==> src/hvfuv_div.sv <==
// Pipelined restoring divider: one quotient bit per cell.
`default_nettype none
module hvfuv_div #(
    parameter int NW = 25,
    parameter int DW = 10,
    parameter int QW = 16,
    parameter int TW = 1
) (
    input  wire logic          clk,
    input  wire logic          rst_n,
    input  wire logic          en,
    input  wire logic          in_valid,
    input  wire logic [NW-1:0] num,
    input  wire logic [DW-1:0] den,
    input  wire logic [TW-1:0] in_tag,
    output logic               out_valid,
    output logic [QW-1:0]      quo,
    output logic [TW-1:0]      out_tag
);

    logic          valid_reg [1:QW];
    logic [DW-1:0] rem_reg   [1:QW];
    logic [QW-1:0] sh_reg    [1:QW];
    logic [DW-1:0] den_reg   [1:QW];
    logic [TW-1:0] tag_reg   [1:QW];

    for (genvar k = 0; k < QW; k++) begin : g_cell
        logic          v_s;
        logic [DW-1:0] rem_s;
        logic [QW-1:0] sh_s;
        logic [DW-1:0] den_s;
        logic [TW-1:0] tag_s;
        logic [DW:0]   trial;
        logic          ge;
        logic [DW-1:0] rem_next;
        logic [QW-1:0] sh_next;

        if (k == 0) begin : g_head
            assign v_s   = in_valid;
            assign rem_s = DW'(num[NW-1:QW]);
            assign sh_s  = num[QW-1:0];
            assign den_s = den;
            assign tag_s = in_tag;
        end else begin : g_body
            assign v_s   = valid_reg[k];
            assign rem_s = rem_reg[k];
            assign sh_s  = sh_reg[k];
            assign den_s = den_reg[k];
            assign tag_s = tag_reg[k];
        end

        assign trial    = {rem_s, sh_s[QW-1]};
        assign ge       = trial >= {1'b0, den_s};
        assign rem_next = ge ? DW'(trial - {1'b0, den_s}) : DW'(trial);
        assign sh_next  = {sh_s[QW-2:0], ge};

        always_ff @(posedge clk or negedge rst_n)
        begin
            if (!rst_n)
                valid_reg[k+1] <= 1'b0;
            else if (en)
                valid_reg[k+1] <= v_s;
        end

        always_ff @(posedge clk)
        begin
            if (en)
            begin
                rem_reg[k+1] <= rem_next;
                sh_reg[k+1]  <= sh_next;
                den_reg[k+1] <= den_s;
                tag_reg[k+1] <= tag_s;
            end
        end
    end

    assign out_valid = valid_reg[QW];
    assign quo       = sh_reg[QW];
    assign out_tag   = tag_reg[QW];

endmodule
`default_nettype wire

==> config.mk <==
export PLATFORM = sky130hd
export DESIGN_NAME = hvfuv_div
export DESIGN_NICKNAME = d
export VERILOG_FILES = /design/src/hvfuv_div.sv
export SDC_FILE = /design/constraint.sdc
export NUM_CORES = 1
export LEC_CHECK = 0
export ABC_CLOCK_PERIOD_IN_PS = 6800
export CAP_MARGIN = 5
export CORE_MARGIN = 2
export CORE_UTILIZATION = 56
export DETAILED_ROUTE_END_ITERATION = 12
export DONT_BUFFER_PORTS = 1
export PLACE_DENSITY = 0.81
export SETUP_SLACK_MARGIN = 0.2
export SYNTH_ARGS = -nofsm -noshare
export SYNTH_HDL_FRONTEND = slang
export SYNTH_SLANG_ARGS = --single-unit
==> constraint.sdc <==
create_clock -name clk -period 6.8 [get_ports clk]
set_input_delay 1.36 -clock clk [delete_from_list [all_inputs] [get_ports clk]]
set_output_delay 1.36 -clock clk [all_outputs]
set_load 0.1 [all_outputs]
==> Implementation_results.wiki <==
{| class="wikitable"
! Metric !! Value
|-
| Synthesized net count || 2,142
|-
| Clk Tree Root Cell || sky130_fd_sc_hd__clkbuf_16
|-
| R2R Setup Slk || 4.05 ns
|-
| Data arrival time at the worst-slack endpoint || 3.59 ns
|-
| Final Max Tran Viols || 206
|-
| Post-synthesis mux area share || 2.82%
|-
| Worst-path clk slew || 0.06 ns
|-
| Overflow left after global routing || 0
|-
| Routability congestion estimate from global placement || 0.902
|-
| Leading register cell type out of synthesis || sky130_fd_sc_hd__edfxtp_1
|-
| Via count of the first global-routing pass || 15,200
|-
| Count of unique library cells instantiated by Yosys || 59
|-
| Standard-cell rows || 80
|-
| Largest fanout on the critical path || 16
|-
| Worst r2r src || rem_reg[0][12]$_DFFE_PP_
|-
| GR Util All Layers || 17.4%
|-
| Final setup TNS || 0 ns
|-
| Status || finished, violations left
|-
| Finished Core Util || 61.8%
|-
| CP bufs+invs || 2
|-
| Required time worst endpoint || 7.16 ns
|-
| CTS max path bufs || 3
|-
| Largest net degree at the start of global routing || 589
|-
| Drc violations || 0
|-
| Area share of and/or/nand/nor cells after synthesis || 6.89%
|-
| CTS H-tree lvls || 2
|-
| DIE AREA || 49,400 µm²
|-
| Post-layout worst setup margin || 3.57 ns
|-
| Area taken by flip-flops and latches || 17,600 µm²
|-
| Logic depth of the worst register-to-register path || 7
|-
| I/O Buffers || 0
|-
| Cell count along the critical path || 9
|-
| Post-cts repair resize count || 0
|-
| Number of violations reported at the end of detailed-routing iteration 0 || 1,198
|-
| TritonCTS clock tree || built
|-
| Power per cell area || 445 nW/µm²
|-
| Flip-flop count of the largest register after layout || 256
|-
| Area growth from synthesis to final layout || 9.66%
|-
| Startpoint-to-endpoint class of the critical path || in -> reg
|-
| Sink count of the clock tree || 588
|-
| Xor/xnor share of the synthesized area || 2.89%
|-
| Die boundary height || 222 µm
|-
| Antenna violations before repair || 0
|-
| Share of the clock period used by the worst path || 47.4%
|-
| Cts bufs inserted || 58
|-
| Final ANT Viol Nets || 0
|-
| Endpoint of the worst register-to-register path || rem_reg[0][26]$_DFFE_PP_
|-
| Floorplan Core Area || 47,300 µm²
|-
| Leakage component of the power || 11.1 nW
|-
| Cts-stage hold buffer count || 0
|-
| Number of I/O pins || 58
|-
| Largest vdd supply drop || 0.236 mV
|-
| Number of failing setup endpoints in the final timing report || 0
|-
| Slew margin rel. || -23.7%
|-
| Total design power || 13.0 mW
|-
| Final Hold Fails || 0
|-
| Number of nets at the end of the flow || 2,184
|-
| Combined area of all synthesized cells || 26,700 µm²
|-
| Area used by multi-input combinational logic || 8200 µm²
|-
| Fraction of registers with async set/reset || 2.72%
|-
| Post-Synth Adder-Cell Area || 8.62%
|-
| Critical Path Most Common Cell || sky130_fd_sc_hd__inv_1
|-
| Crit start category || input pin
|-
| Seq/Total Area, Yosys || 65.8%
|-
| Number of vias per cell after detailed routing || 5.76
|-
| Detailed placer's ending HPWL || 28.2 mm
|-
| Number of buffers inserted by post-CTS setup repair || 0
|-
| Critical Path End || rem_reg[0][13]$_DFFE_PP_
|-
| Crit path from || num[15]
|-
| Crit path capture type || register
|-
| Highest Clock Rate || 310 MHz
|-
| Fraction of the mapped netlist area in compound gates || 9.50%
|-
| Antenna fix cells || 0
|-
| Vias after detailed routing || 15,200
|-
| Latest clock arrival within the worst-skew pair || 0.61 ns
|-
| #FFs+latches synth || 588
|-
| Worst Tran Pin Value || 1.86 ns
|-
| Routed wire length || 42.9 mm
|-
| Delay-heaviest family, CP || compound AO/OA/AOI/OAI gates
|-
| Count of flip-flops with a built-in enable after synthesis || 572
|-
| Global-route wire length before repair || 71.6 mm
|-
| Average wire per cell in the routed design || 16.3 µm
|-
| Critical path's largest stage delay || 0.68 ns
|-
| Fillcell total || 3,389
|-
| Die width || 222 µm
|-
| Number of maximum-capacitance violations || 0
|-
| DP Worst Slack || 2.96 ns
|-
| Number of optimization iterations in the first detailed-route pass || 5
|-
| Fraction of final layout cells sized beyond drive strength 1 || 9.07%
|-
| Largest family of logic cells by synthesized area || compound AO/OA/AOI/OAI gates
|-
| Final Skew || 0.0260 ns
|-
| Synth Warn # || 0
|-
| Worst path cell trace || inv_1 > ha_1 > inv_1 > fa_1 > a21o_1 > nand3_1 > a32oi_1 > o41a_1 > mux2_4
|-
| Cell count after synthesis || 1,927
|-
| Unrepaired setup endpoints after global routing || false
|-
| Violations in the final reports || slew limit
|-
| Final critical-path required period || 3.23 ns
|-
| Kind of path behind the tightest hold check || reg -> reg
|-
| Syn_area_per_cell || 13.9 µm²
|-
| Effective utilization at floorplan || 56.4%
|-
| Library cell contributing the largest single delay on the critical path || sky130_fd_sc_hd__o41a_1
|}
-- cells by family after synthesis --
group / after synthesis
multiplexers: 66
buffers and inverters: 237
adder cells (fa/ha/maj): 175
AO/OA/AOI/OAI: 390
AND/OR/NAND/NOR: 383
XOR/XNOR: 88
flip-flops: 588
-- Yosys cell counts (12+ instances only) --
master	n	area [µm²]
sky130_fd_sc_hd__fa_1	15	300
sky130_fd_sc_hd__clkbuf_1	12	45.0
sky130_fd_sc_hd__edfxtp_1	572	17200
sky130_fd_sc_hd__nand2b_1	16	100
sky130_fd_sc_hd__a22oi_1	14	105
sky130_fd_sc_hd__o211ai_1	32	240
sky130_fd_sc_hd__xnor2_1	58	508
sky130_fd_sc_hd__nor4_1	22	138
sky130_fd_sc_hd__o21bai_1	28	210
sky130_fd_sc_hd__nand4_1	16	100
sky130_fd_sc_hd__ha_1	160	2000
sky130_fd_sc_hd__o31a_1	14	123
sky130_fd_sc_hd__xor2_1	30	263
sky130_fd_sc_hd__or2_2	14	87.6
sky130_fd_sc_hd__nand2_1	113	424
sky130_fd_sc_hd__inv_1	218	818
sky130_fd_sc_hd__o21ai_0	135	676
sky130_fd_sc_hd__nand3_1	47	235
sky130_fd_sc_hd__nor2_1	105	394
sky130_fd_sc_hd__a21oi_1	68	340
sky130_fd_sc_hd__dfrtp_1	16	400
sky130_fd_sc_hd__nor2b_1	14	87.6
sky130_fd_sc_hd__mux2_2	57	642
sky130_fd_sc_hd__nand3b_1	15	113
-- per-stage QoR --
| step | std cells | hold WS (ns) | area [µm²] |
|---|---|---|---|
| 6_report | 2632 | 0.410 | 29300 |
| 5_1_grt | 2632 | 0.410 | 29300 |
| 4_1_cts | 2632 | 0.407 | 29300 |
| 3_5_place_dp | 2524 | 0.405 | 27400 |
| 3_3_place_gp | 2524 | 0.400 | 27400 |
| 2_1_floorplan | 1927 | 0.400 | 26700 |
-- layout make-up --
type	count	area share (%)
clock inverters	40	1.34
multi-input cells	1102	28.0
inverters	219	2.81
flip-flops and latches	588	60.0
well taps	615	2.63
clock buffers	68	5.16
-- worst min path at each step --
stage	cells after the start	end	startpoint
3_5_place_dp	0	sh_reg[0][105]$_DFFE_PP_	sh_reg[0][88]$_DFFE_PP_
2_1_floorplan	0	sh_reg[0][100]$_DFFE_PP_	sh_reg[0][83]$_DFFE_PP_
4_1_cts	0	g_cell[2].v_s$_DFFE_PN0P_	rst_n
3_3_place_gp	0	sh_reg[0][114]$_DFFE_PP_	sh_reg[0][97]$_DFFE_PP_
6_report	0	sh_reg[0][157]$_DFFE_PP_	sh_reg[0][140]$_DFFE_PP_
5_1_grt	0	g_cell[10].v_s$_DFFE_PN0P_	rst_n
-- per-layer routing --
layer	track usage [%]	share of wire, %	vias to the layer above
met5	0	0	-
met2	31.5	53	427
met3	3.53	4.8	128
li1	-	-	7240
met1	20.5	40	7357
met4	6.43	3.1	0
-- cells in the final DEF, fill, tap and decap left out, drive strengths merged, types with 9 or more instances in the layout --
| cell | count |
|---|---|
| a21o | 10 |
| nor2b | 14 |
| o211ai | 32 |
| clkinv | 28 |
| a22oi | 14 |
| xnor2 | 58 |
| xor2 | 30 |
| nand3 | 47 |
| o21bai | 28 |
| clkbuf | 68 |
| dfrtp | 16 |
| inv | 221 |
| o31a | 17 |
| nor2 | 105 |
| nand3b | 15 |
| o21a | 11 |
| ha | 160 |
| mux2 | 62 |
| nand2b | 16 |
| nand4 | 16 |
| or2 | 14 |
| a21oi | 70 |
| edfxtp | 572 |
| o31ai | 9 |
| fa | 15 |
| o22ai | 14 |
| o21ai | 149 |
| nor4 | 22 |
| nand2 | 113 |
-- power breakdown --
| group | internal (mW) | switching [mW] |
|---|---|---|
| Sequential | 5.08 | 0.468 |
| Combinational | 1.89 | 2.41 |
| Clock | 1.88 | 1.31 |
| Total | 8.85 | 4.19 |
Power figures use the tool's default switching activity.
