### config.mk
export PLATFORM = sky130hd
export DESIGN_NAME = hvfuv_rot
export DESIGN_NICKNAME = d
export VERILOG_FILES = /design/src/hvfuv_pkg.sv /design/src/hvfuv_rot.sv
export SDC_FILE = /design/constraint.sdc
export NUM_CORES = 2
export LEC_CHECK = 0
export BUFFER_PORTS_ARGS = -buffer_cell sky130_fd_sc_hd__buf_2
export CAP_MARGIN = 10
export CORE_ASPECT_RATIO = 0.7
export CORE_UTILIZATION = 40
export CTS_CLUSTER_DIAMETER = 120
export DETAILED_ROUTE_END_ITERATION = 10
export PLACE_DENSITY = 0.51
export SLEW_MARGIN = 20
export SYNTH_ARGS = -nofsm -noshare
export SYNTH_HDL_FRONTEND = slang
export SYNTH_SLANG_ARGS = --single-unit
export TNS_END_PERCENT = 50
### constraint.sdc
create_clock -name clk -period 5.8 [get_ports clk]
set_input_delay 1.16 -clock clk [delete_from_list [all_inputs] [get_ports clk]]
set_output_delay 1.16 -clock clk [all_outputs]
set_load 0.03 [all_outputs]
### src/hvfuv_pkg.sv
// Shared constants, CORDIC arc table and rounding helper for the fisheye vertex block.
`default_nettype none
package hvfuv_pkg;

    localparam int QUARTER_TURN = 12868;
    localparam int HALF_TURN    = 25736;
    localparam int FULL_TURN    = 51472;

    localparam int CORDIC_STEPS = 16;
    localparam int XYW          = 34;   // CORDIC x/y width, Q1.30 plus headroom
    localparam int ZW           = 23;   // CORDIC angle width, Q.20
    localparam int ANGW         = 18;   // Q3.13 angle width with wrap headroom

    localparam logic signed [XYW-1:0] CORDIC_GAIN_Q30 = 34'sd652032874;

    localparam logic [19:0] ARC_TAB [0:CORDIC_STEPS-1] = '{
        20'd823550, 20'd486170, 20'd256879, 20'd130396,
        20'd65451,  20'd32757,  20'd16383,  20'd8192,
        20'd4096,   20'd2048,   20'd1024,   20'd512,
        20'd256,    20'd128,    20'd64,     20'd32
    };

    localparam logic [1:0] REG_RING_COUNT    = 2'd0;
    localparam logic [1:0] REG_SEGMENT_COUNT = 2'd1;
    localparam logic [1:0] REG_LENS_APERTURE = 2'd2;

    localparam int DEF_MAX_RINGS    = 256;
    localparam int DEF_MAX_SEGMENTS = 256;

    // Round half up from Q.30 to Q.15 and clamp to the symmetric range.
    function automatic logic signed [15:0] rnd_sat15(input logic signed [47:0] v);
        logic signed [47:0] t;
        t = (v + 48'sd16384) >>> 15;
        if (t > 48'sd32767)
            return 16'sd32767;
        else if (t < -48'sd32767)
            return -16'sd32767;
        else
            return 16'(t);
    endfunction

endpackage
`default_nettype wire

### src/hvfuv_rot.sv
// CORDIC rotation pipeline: Q3.13 angle in, Q1.15 cosine and sine out.
`default_nettype none
module hvfuv_rot #(
    parameter int TW = 1
) (
    input  wire logic                                   clk,
    input  wire logic                                   rst_n,
    input  wire logic                                   en,
    input  wire logic                                   in_valid,
    input  wire logic signed [hvfuv_pkg::ANGW-1:0]      ang,
    input  wire logic [TW-1:0]                          in_tag,
    output logic                                        out_valid,
    output logic signed [15:0]                          cos_val,
    output logic signed [15:0]                          sin_val,
    output logic [TW-1:0]                               out_tag
);

    localparam int N   = hvfuv_pkg::CORDIC_STEPS;
    localparam int XYW = hvfuv_pkg::XYW;
    localparam int ZW  = hvfuv_pkg::ZW;
    localparam int AW  = hvfuv_pkg::ANGW;

    logic                  valid_reg [0:N];
    logic signed [XYW-1:0] x_reg     [0:N];
    logic signed [XYW-1:0] y_reg     [0:N];
    logic signed [ZW-1:0]  z_reg     [0:N];
    logic                  neg_reg   [0:N];
    logic [TW-1:0]         tag_reg   [0:N];

    logic                  out_valid_reg;
    logic signed [15:0]    cos_reg;
    logic signed [15:0]    sin_reg;
    logic [TW-1:0]         out_tag_reg;

    logic signed [AW-1:0]  a_wrap;
    logic signed [AW-1:0]  a_quad;
    logic                  neg_next;
    logic signed [15:0]    c_rnd;
    logic signed [15:0]    s_rnd;

    // Wrap into one turn, then fold the outer quadrants onto the inner ones.
    always_comb
    begin
        if (ang > AW'(hvfuv_pkg::HALF_TURN))
            a_wrap = AW'(ang - AW'(hvfuv_pkg::FULL_TURN));
        else if (ang < -AW'(hvfuv_pkg::HALF_TURN))
            a_wrap = AW'(ang + AW'(hvfuv_pkg::FULL_TURN));
        else
            a_wrap = ang;

        if (a_wrap > AW'(hvfuv_pkg::QUARTER_TURN))
        begin
            a_quad   = AW'(a_wrap - AW'(hvfuv_pkg::HALF_TURN));
            neg_next = 1'b1;
        end
        else if (a_wrap < -AW'(hvfuv_pkg::QUARTER_TURN))
        begin
            a_quad   = AW'(a_wrap + AW'(hvfuv_pkg::HALF_TURN));
            neg_next = 1'b1;
        end
        else
        begin
            a_quad   = a_wrap;
            neg_next = 1'b0;
        end
    end

    always_ff @(posedge clk or negedge rst_n)
    begin
        if (!rst_n)
            valid_reg[0] <= 1'b0;
        else if (en)
            valid_reg[0] <= in_valid;
    end

    always_ff @(posedge clk)
    begin
        if (en)
        begin
            x_reg[0]   <= hvfuv_pkg::CORDIC_GAIN_Q30;
            y_reg[0]   <= '0;
            z_reg[0]   <= ZW'(a_quad) <<< 7;
            neg_reg[0] <= neg_next;
            tag_reg[0] <= in_tag;
        end
    end

    for (genvar i = 0; i < N; i++) begin : g_cell
        logic signed [ZW-1:0] arc;
        assign arc = ZW'(hvfuv_pkg::ARC_TAB[i]);

        always_ff @(posedge clk or negedge rst_n)
        begin
            if (!rst_n)
                valid_reg[i+1] <= 1'b0;
            else if (en)
                valid_reg[i+1] <= valid_reg[i];
        end

        always_ff @(posedge clk)
        begin
            if (en)
            begin
                if (z_reg[i] >= 0)
                begin
                    x_reg[i+1] <= x_reg[i] - (y_reg[i] >>> i);
                    y_reg[i+1] <= y_reg[i] + (x_reg[i] >>> i);
                    z_reg[i+1] <= z_reg[i] - arc;
                end
                else
                begin
                    x_reg[i+1] <= x_reg[i] + (y_reg[i] >>> i);
                    y_reg[i+1] <= y_reg[i] - (x_reg[i] >>> i);
                    z_reg[i+1] <= z_reg[i] + arc;
                end
                neg_reg[i+1] <= neg_reg[i];
                tag_reg[i+1] <= tag_reg[i];
            end
        end
    end

    assign c_rnd = hvfuv_pkg::rnd_sat15(48'(x_reg[N]));
    assign s_rnd = hvfuv_pkg::rnd_sat15(48'(y_reg[N]));

    always_ff @(posedge clk or negedge rst_n)
    begin
        if (!rst_n)
            out_valid_reg <= 1'b0;
        else if (en)
            out_valid_reg <= valid_reg[N];
    end

    always_ff @(posedge clk)
    begin
        if (en)
        begin
            cos_reg     <= neg_reg[N] ? -c_rnd : c_rnd;
            sin_reg     <= neg_reg[N] ? -s_rnd : s_rnd;
            out_tag_reg <= tag_reg[N];
        end
    end

    assign out_valid = out_valid_reg;
    assign cos_val   = cos_reg;
    assign sin_val   = sin_reg;
    assign out_tag   = out_tag_reg;

endmodule
`default_nettype wire

==> summary.txt <==
Run status
  – Status: finished, final reports clean

Placement
  – DP HPWL: 278.9 mm
  – GPL Wtd Cong: 0.9824
  – Pre-CTS setup slack: -0.01702 ns
  – PortBufs: 56

Die
  – Die Height: 441.6 um
  – IO Pins: 57
  – Starting Density: 40.43%
  – Die W: around 630 um
  – Core Region: 273100 sq um
  – Row Count: 160
  – Die area: 278200 sq um

Synthesis
  – Cell count after synthesis: 11460
  – Top cell type's share of synthesized area: 35.66%
  – Cell taking the most area after synthesis: edfxtp_1
  – Compound-Gate Fraction of Synth Area: 19.51%
  – Synth unique cells: 114
  – Syn Nets: between 10000 and 15000
  – Post-synth EDFFs: 1311
  – Synth Area in XOR/XNOR: between 10% and 20%
  – Synth cell count leaders: 1311 x edfxtp_1, 1192 x ha_1, 1147 x a21oi_1, 1087 x xnor2_1, 951 x nor2_1
  – Post-synthesis mux area share: 1.174%
  – Count leader, synth: edfxtp_1
  – YS warnings: 0
  – Synth Cell Area: 110400 sq um
  – Sequential fraction of the synthesis area: ~36%
  – Ys async rst share: 1.354%
  – Post-Synthesis Mean Instance Area: 9.633 sq um
  – Main synth FF type: edfxtp_1
  – Largest family of logic cells by synthesized area: compound AO/OA/AOI/OAI gates
  – Synth top area cells: edfxtp_1 36%, ha_1 14%, xnor2_1 8.6%, a21oi_1 5.2%, xor2_1 4.8%
  – Post-Synth Adder-Cell Area: 14.25%
  – Synth Register Bits: 1329
  – Post-synthesis simple-gate area fraction: 13.08%

Global route
  – GR Layer Usage met3: about 5.4%
  – Vias in the first global route: 84310
  – Largest net degree at the start of global routing: 186
  – GRT met1 Usage: about two fifths
  – Met2 Use GR: 30.36%
  – Initial antenna violation count: 9
  – GRT Total Usage: 24.50%
  – GRT overflow: 0
  – Grt peak-use layer: met1
  – First-pass GRT wire length: 528.1 mm

Clock network
  – # clock sinks: 1329
  – CTS tree: built
  – H-Tree Depth: 4
  – Reg clk slew, reported paths: about 0.06 ns
  – Setup bufs post-CTS: 0
  – Post_cts resized: 0
  – Clock Path Buffers: 4
  – CTS Root Cell: clkbuf_16
  – Post-cts hold buffer count: 0
  – Worst-Skew Late Latency: 0.86 ns
  – Inserted Clock Buffers: about 160

Routing
  – Drt total wl: roughly 350 mm
  – Via Count: 90540
  – DRC viols: 0
  – Initial DRT Pass Iterations: 6
  – DRT iter0 DRCs: 8387
  – Vias per cell: 5.724
  – Wirelength per Cell: 21.98 um
  – Final ANT Viol Nets: 0

STA
  – Fin crit period: 5.529 ns
  – Max-slew violations: 0
  – Relative slew slack: 29.00%
  – Fmax: between 150 and 200 MHz
  – Final period utilization: a little over nine tenths
  – Worst slew pin tran: around 1.1 ns
  – Final setup fails: 0
  – Unrepaired setup endpoints after global routing: no
  – Final hold vios: 0
  – Setup ws final: around 0.27 ns
  – Clk_skew: approximately 0.05 ns

Finish
  – Syn-to-layout area delta: 12.72%
  – Final nets: 13300
  – Share of cells above drive strength 1: under 10%
  – Register Area: between 30000 and 40000 sq um
  – Fillers: roughly 26000
  – Max FFs per register: 496
  – Multi-input logic area: 67990 sq um

Critical path
  – CP arrival: 6.11 ns
  – Setup crit end kind: register
  – Worst EP required: 6.38 ns
  – CP max FO: 5
  – Crit path kind: reg -> reg
  – CP Launch Type: register

Min path
  – Hold Crit Class: in -> async

Run
  – Max Cap Viol: 0
-- cell usage in the layout (no fill, tap or decap), drive strengths merged, types with 71 or more instances in the layout --
master and instances:
edfxtp 1311, ha 1192, a21oi 1148, xnor2 1089
nor2 953, nand2 653, buf 643, xor2 609
o21ai 606, a21o 503, inv 481, nor3 312
nand3 190, o21a 184, clkbuf 183, nand2b 160
o21bai 154, nor2b 144, o31ai 116, a211oi 107
and3 96, a31oi 93, nor4 86, or3 84
nand4 75, mux2i 71
-- area by class of cell --
type / instances / share of cell area [%]
multi-input combinational: 9432 / 54.63
tap: 3645 / 3.665
sequential: 1329 / 32.00
clock buffer: 183 / 3.372
clock inverter: 105 / 0.9752
inverter: 477 / 1.439
timing repair buffer: 643 / 3.915
antenna: 3 / 0.006032
-- per-layer routing --
layer,vias up,part of all wire (%),wire length [um]
met1,43640,55,191400
met5,-,0.0037,13
met4,2,1.5,5277
met3,317,8.8,30620
met2,2859,35,120300
li1,43720,-,-
-- critical path, cell delays in order (launching register included) --
cell and delay [ns]:
edfxtp_1 0.55, or3_1 0.49, or3b_2 0.55, nor3_2 0.32
nand2_1 0.24, o31ai_1 0.28, xor2_1 0.26, ha_1 0.34
and3_1 0.23, nand2_1 0.08, o221ai_1 0.15, and4_1 0.24
a31oi_1 0.24, a311oi_1 0.23, a41o_1 0.31, o41a_1 0.34
a21o_1 0.19, a21oi_1 0.16, xnor2_1 0.08
-- logic make-up after synthesis --
logic type	Yosys count
fa+ha+maj	1233
compound gates	3383
xor+xnor	1699
simple gates	2994
mux	123
buf+inv	700
flops	1329
-- final timing paths --
kind | start | endpoint | slack [ns] | depth (start not counted)
setup / recovery | x_reg[8][12] | y_reg[9][32] | 0.27 | 18
hold / removal | rst_n | valid_reg[14] | 0.26 | 1
setup reg to reg | x_reg[8][12] | y_reg[9][32] | 0.27 | 18
hold reg to reg | neg_reg[0][8] | neg_reg[0][9] | 0.42 | 0
max in group asynchronous | rst_n | valid_reg[6] | 5.25 | 1
min in group clk | neg_reg[0][8] | neg_reg[0][9] | 0.42 | 0
-- per-stage QoR --
step                      util, %  instances  setup TNS (ns)  instance area (sq um)  hold WS, ns
final                       45.58      15820               0                 124500       0.2641
after global routing        45.57      15810               0                 124400       0.2595
after CTS                   45.54      15810               0                 124400       0.2135
after detailed placement    43.56      15530        -0.02101                 118900       0.4045
after global placement      43.56      15530         -0.2354                 118900       0.4005
after floorplan                 -      11460               0                 110400       0.4003
Power is left out: the tool's default activity adds up to more than one toggle a clock period on the data nets, which glitch-free logic cannot reach.
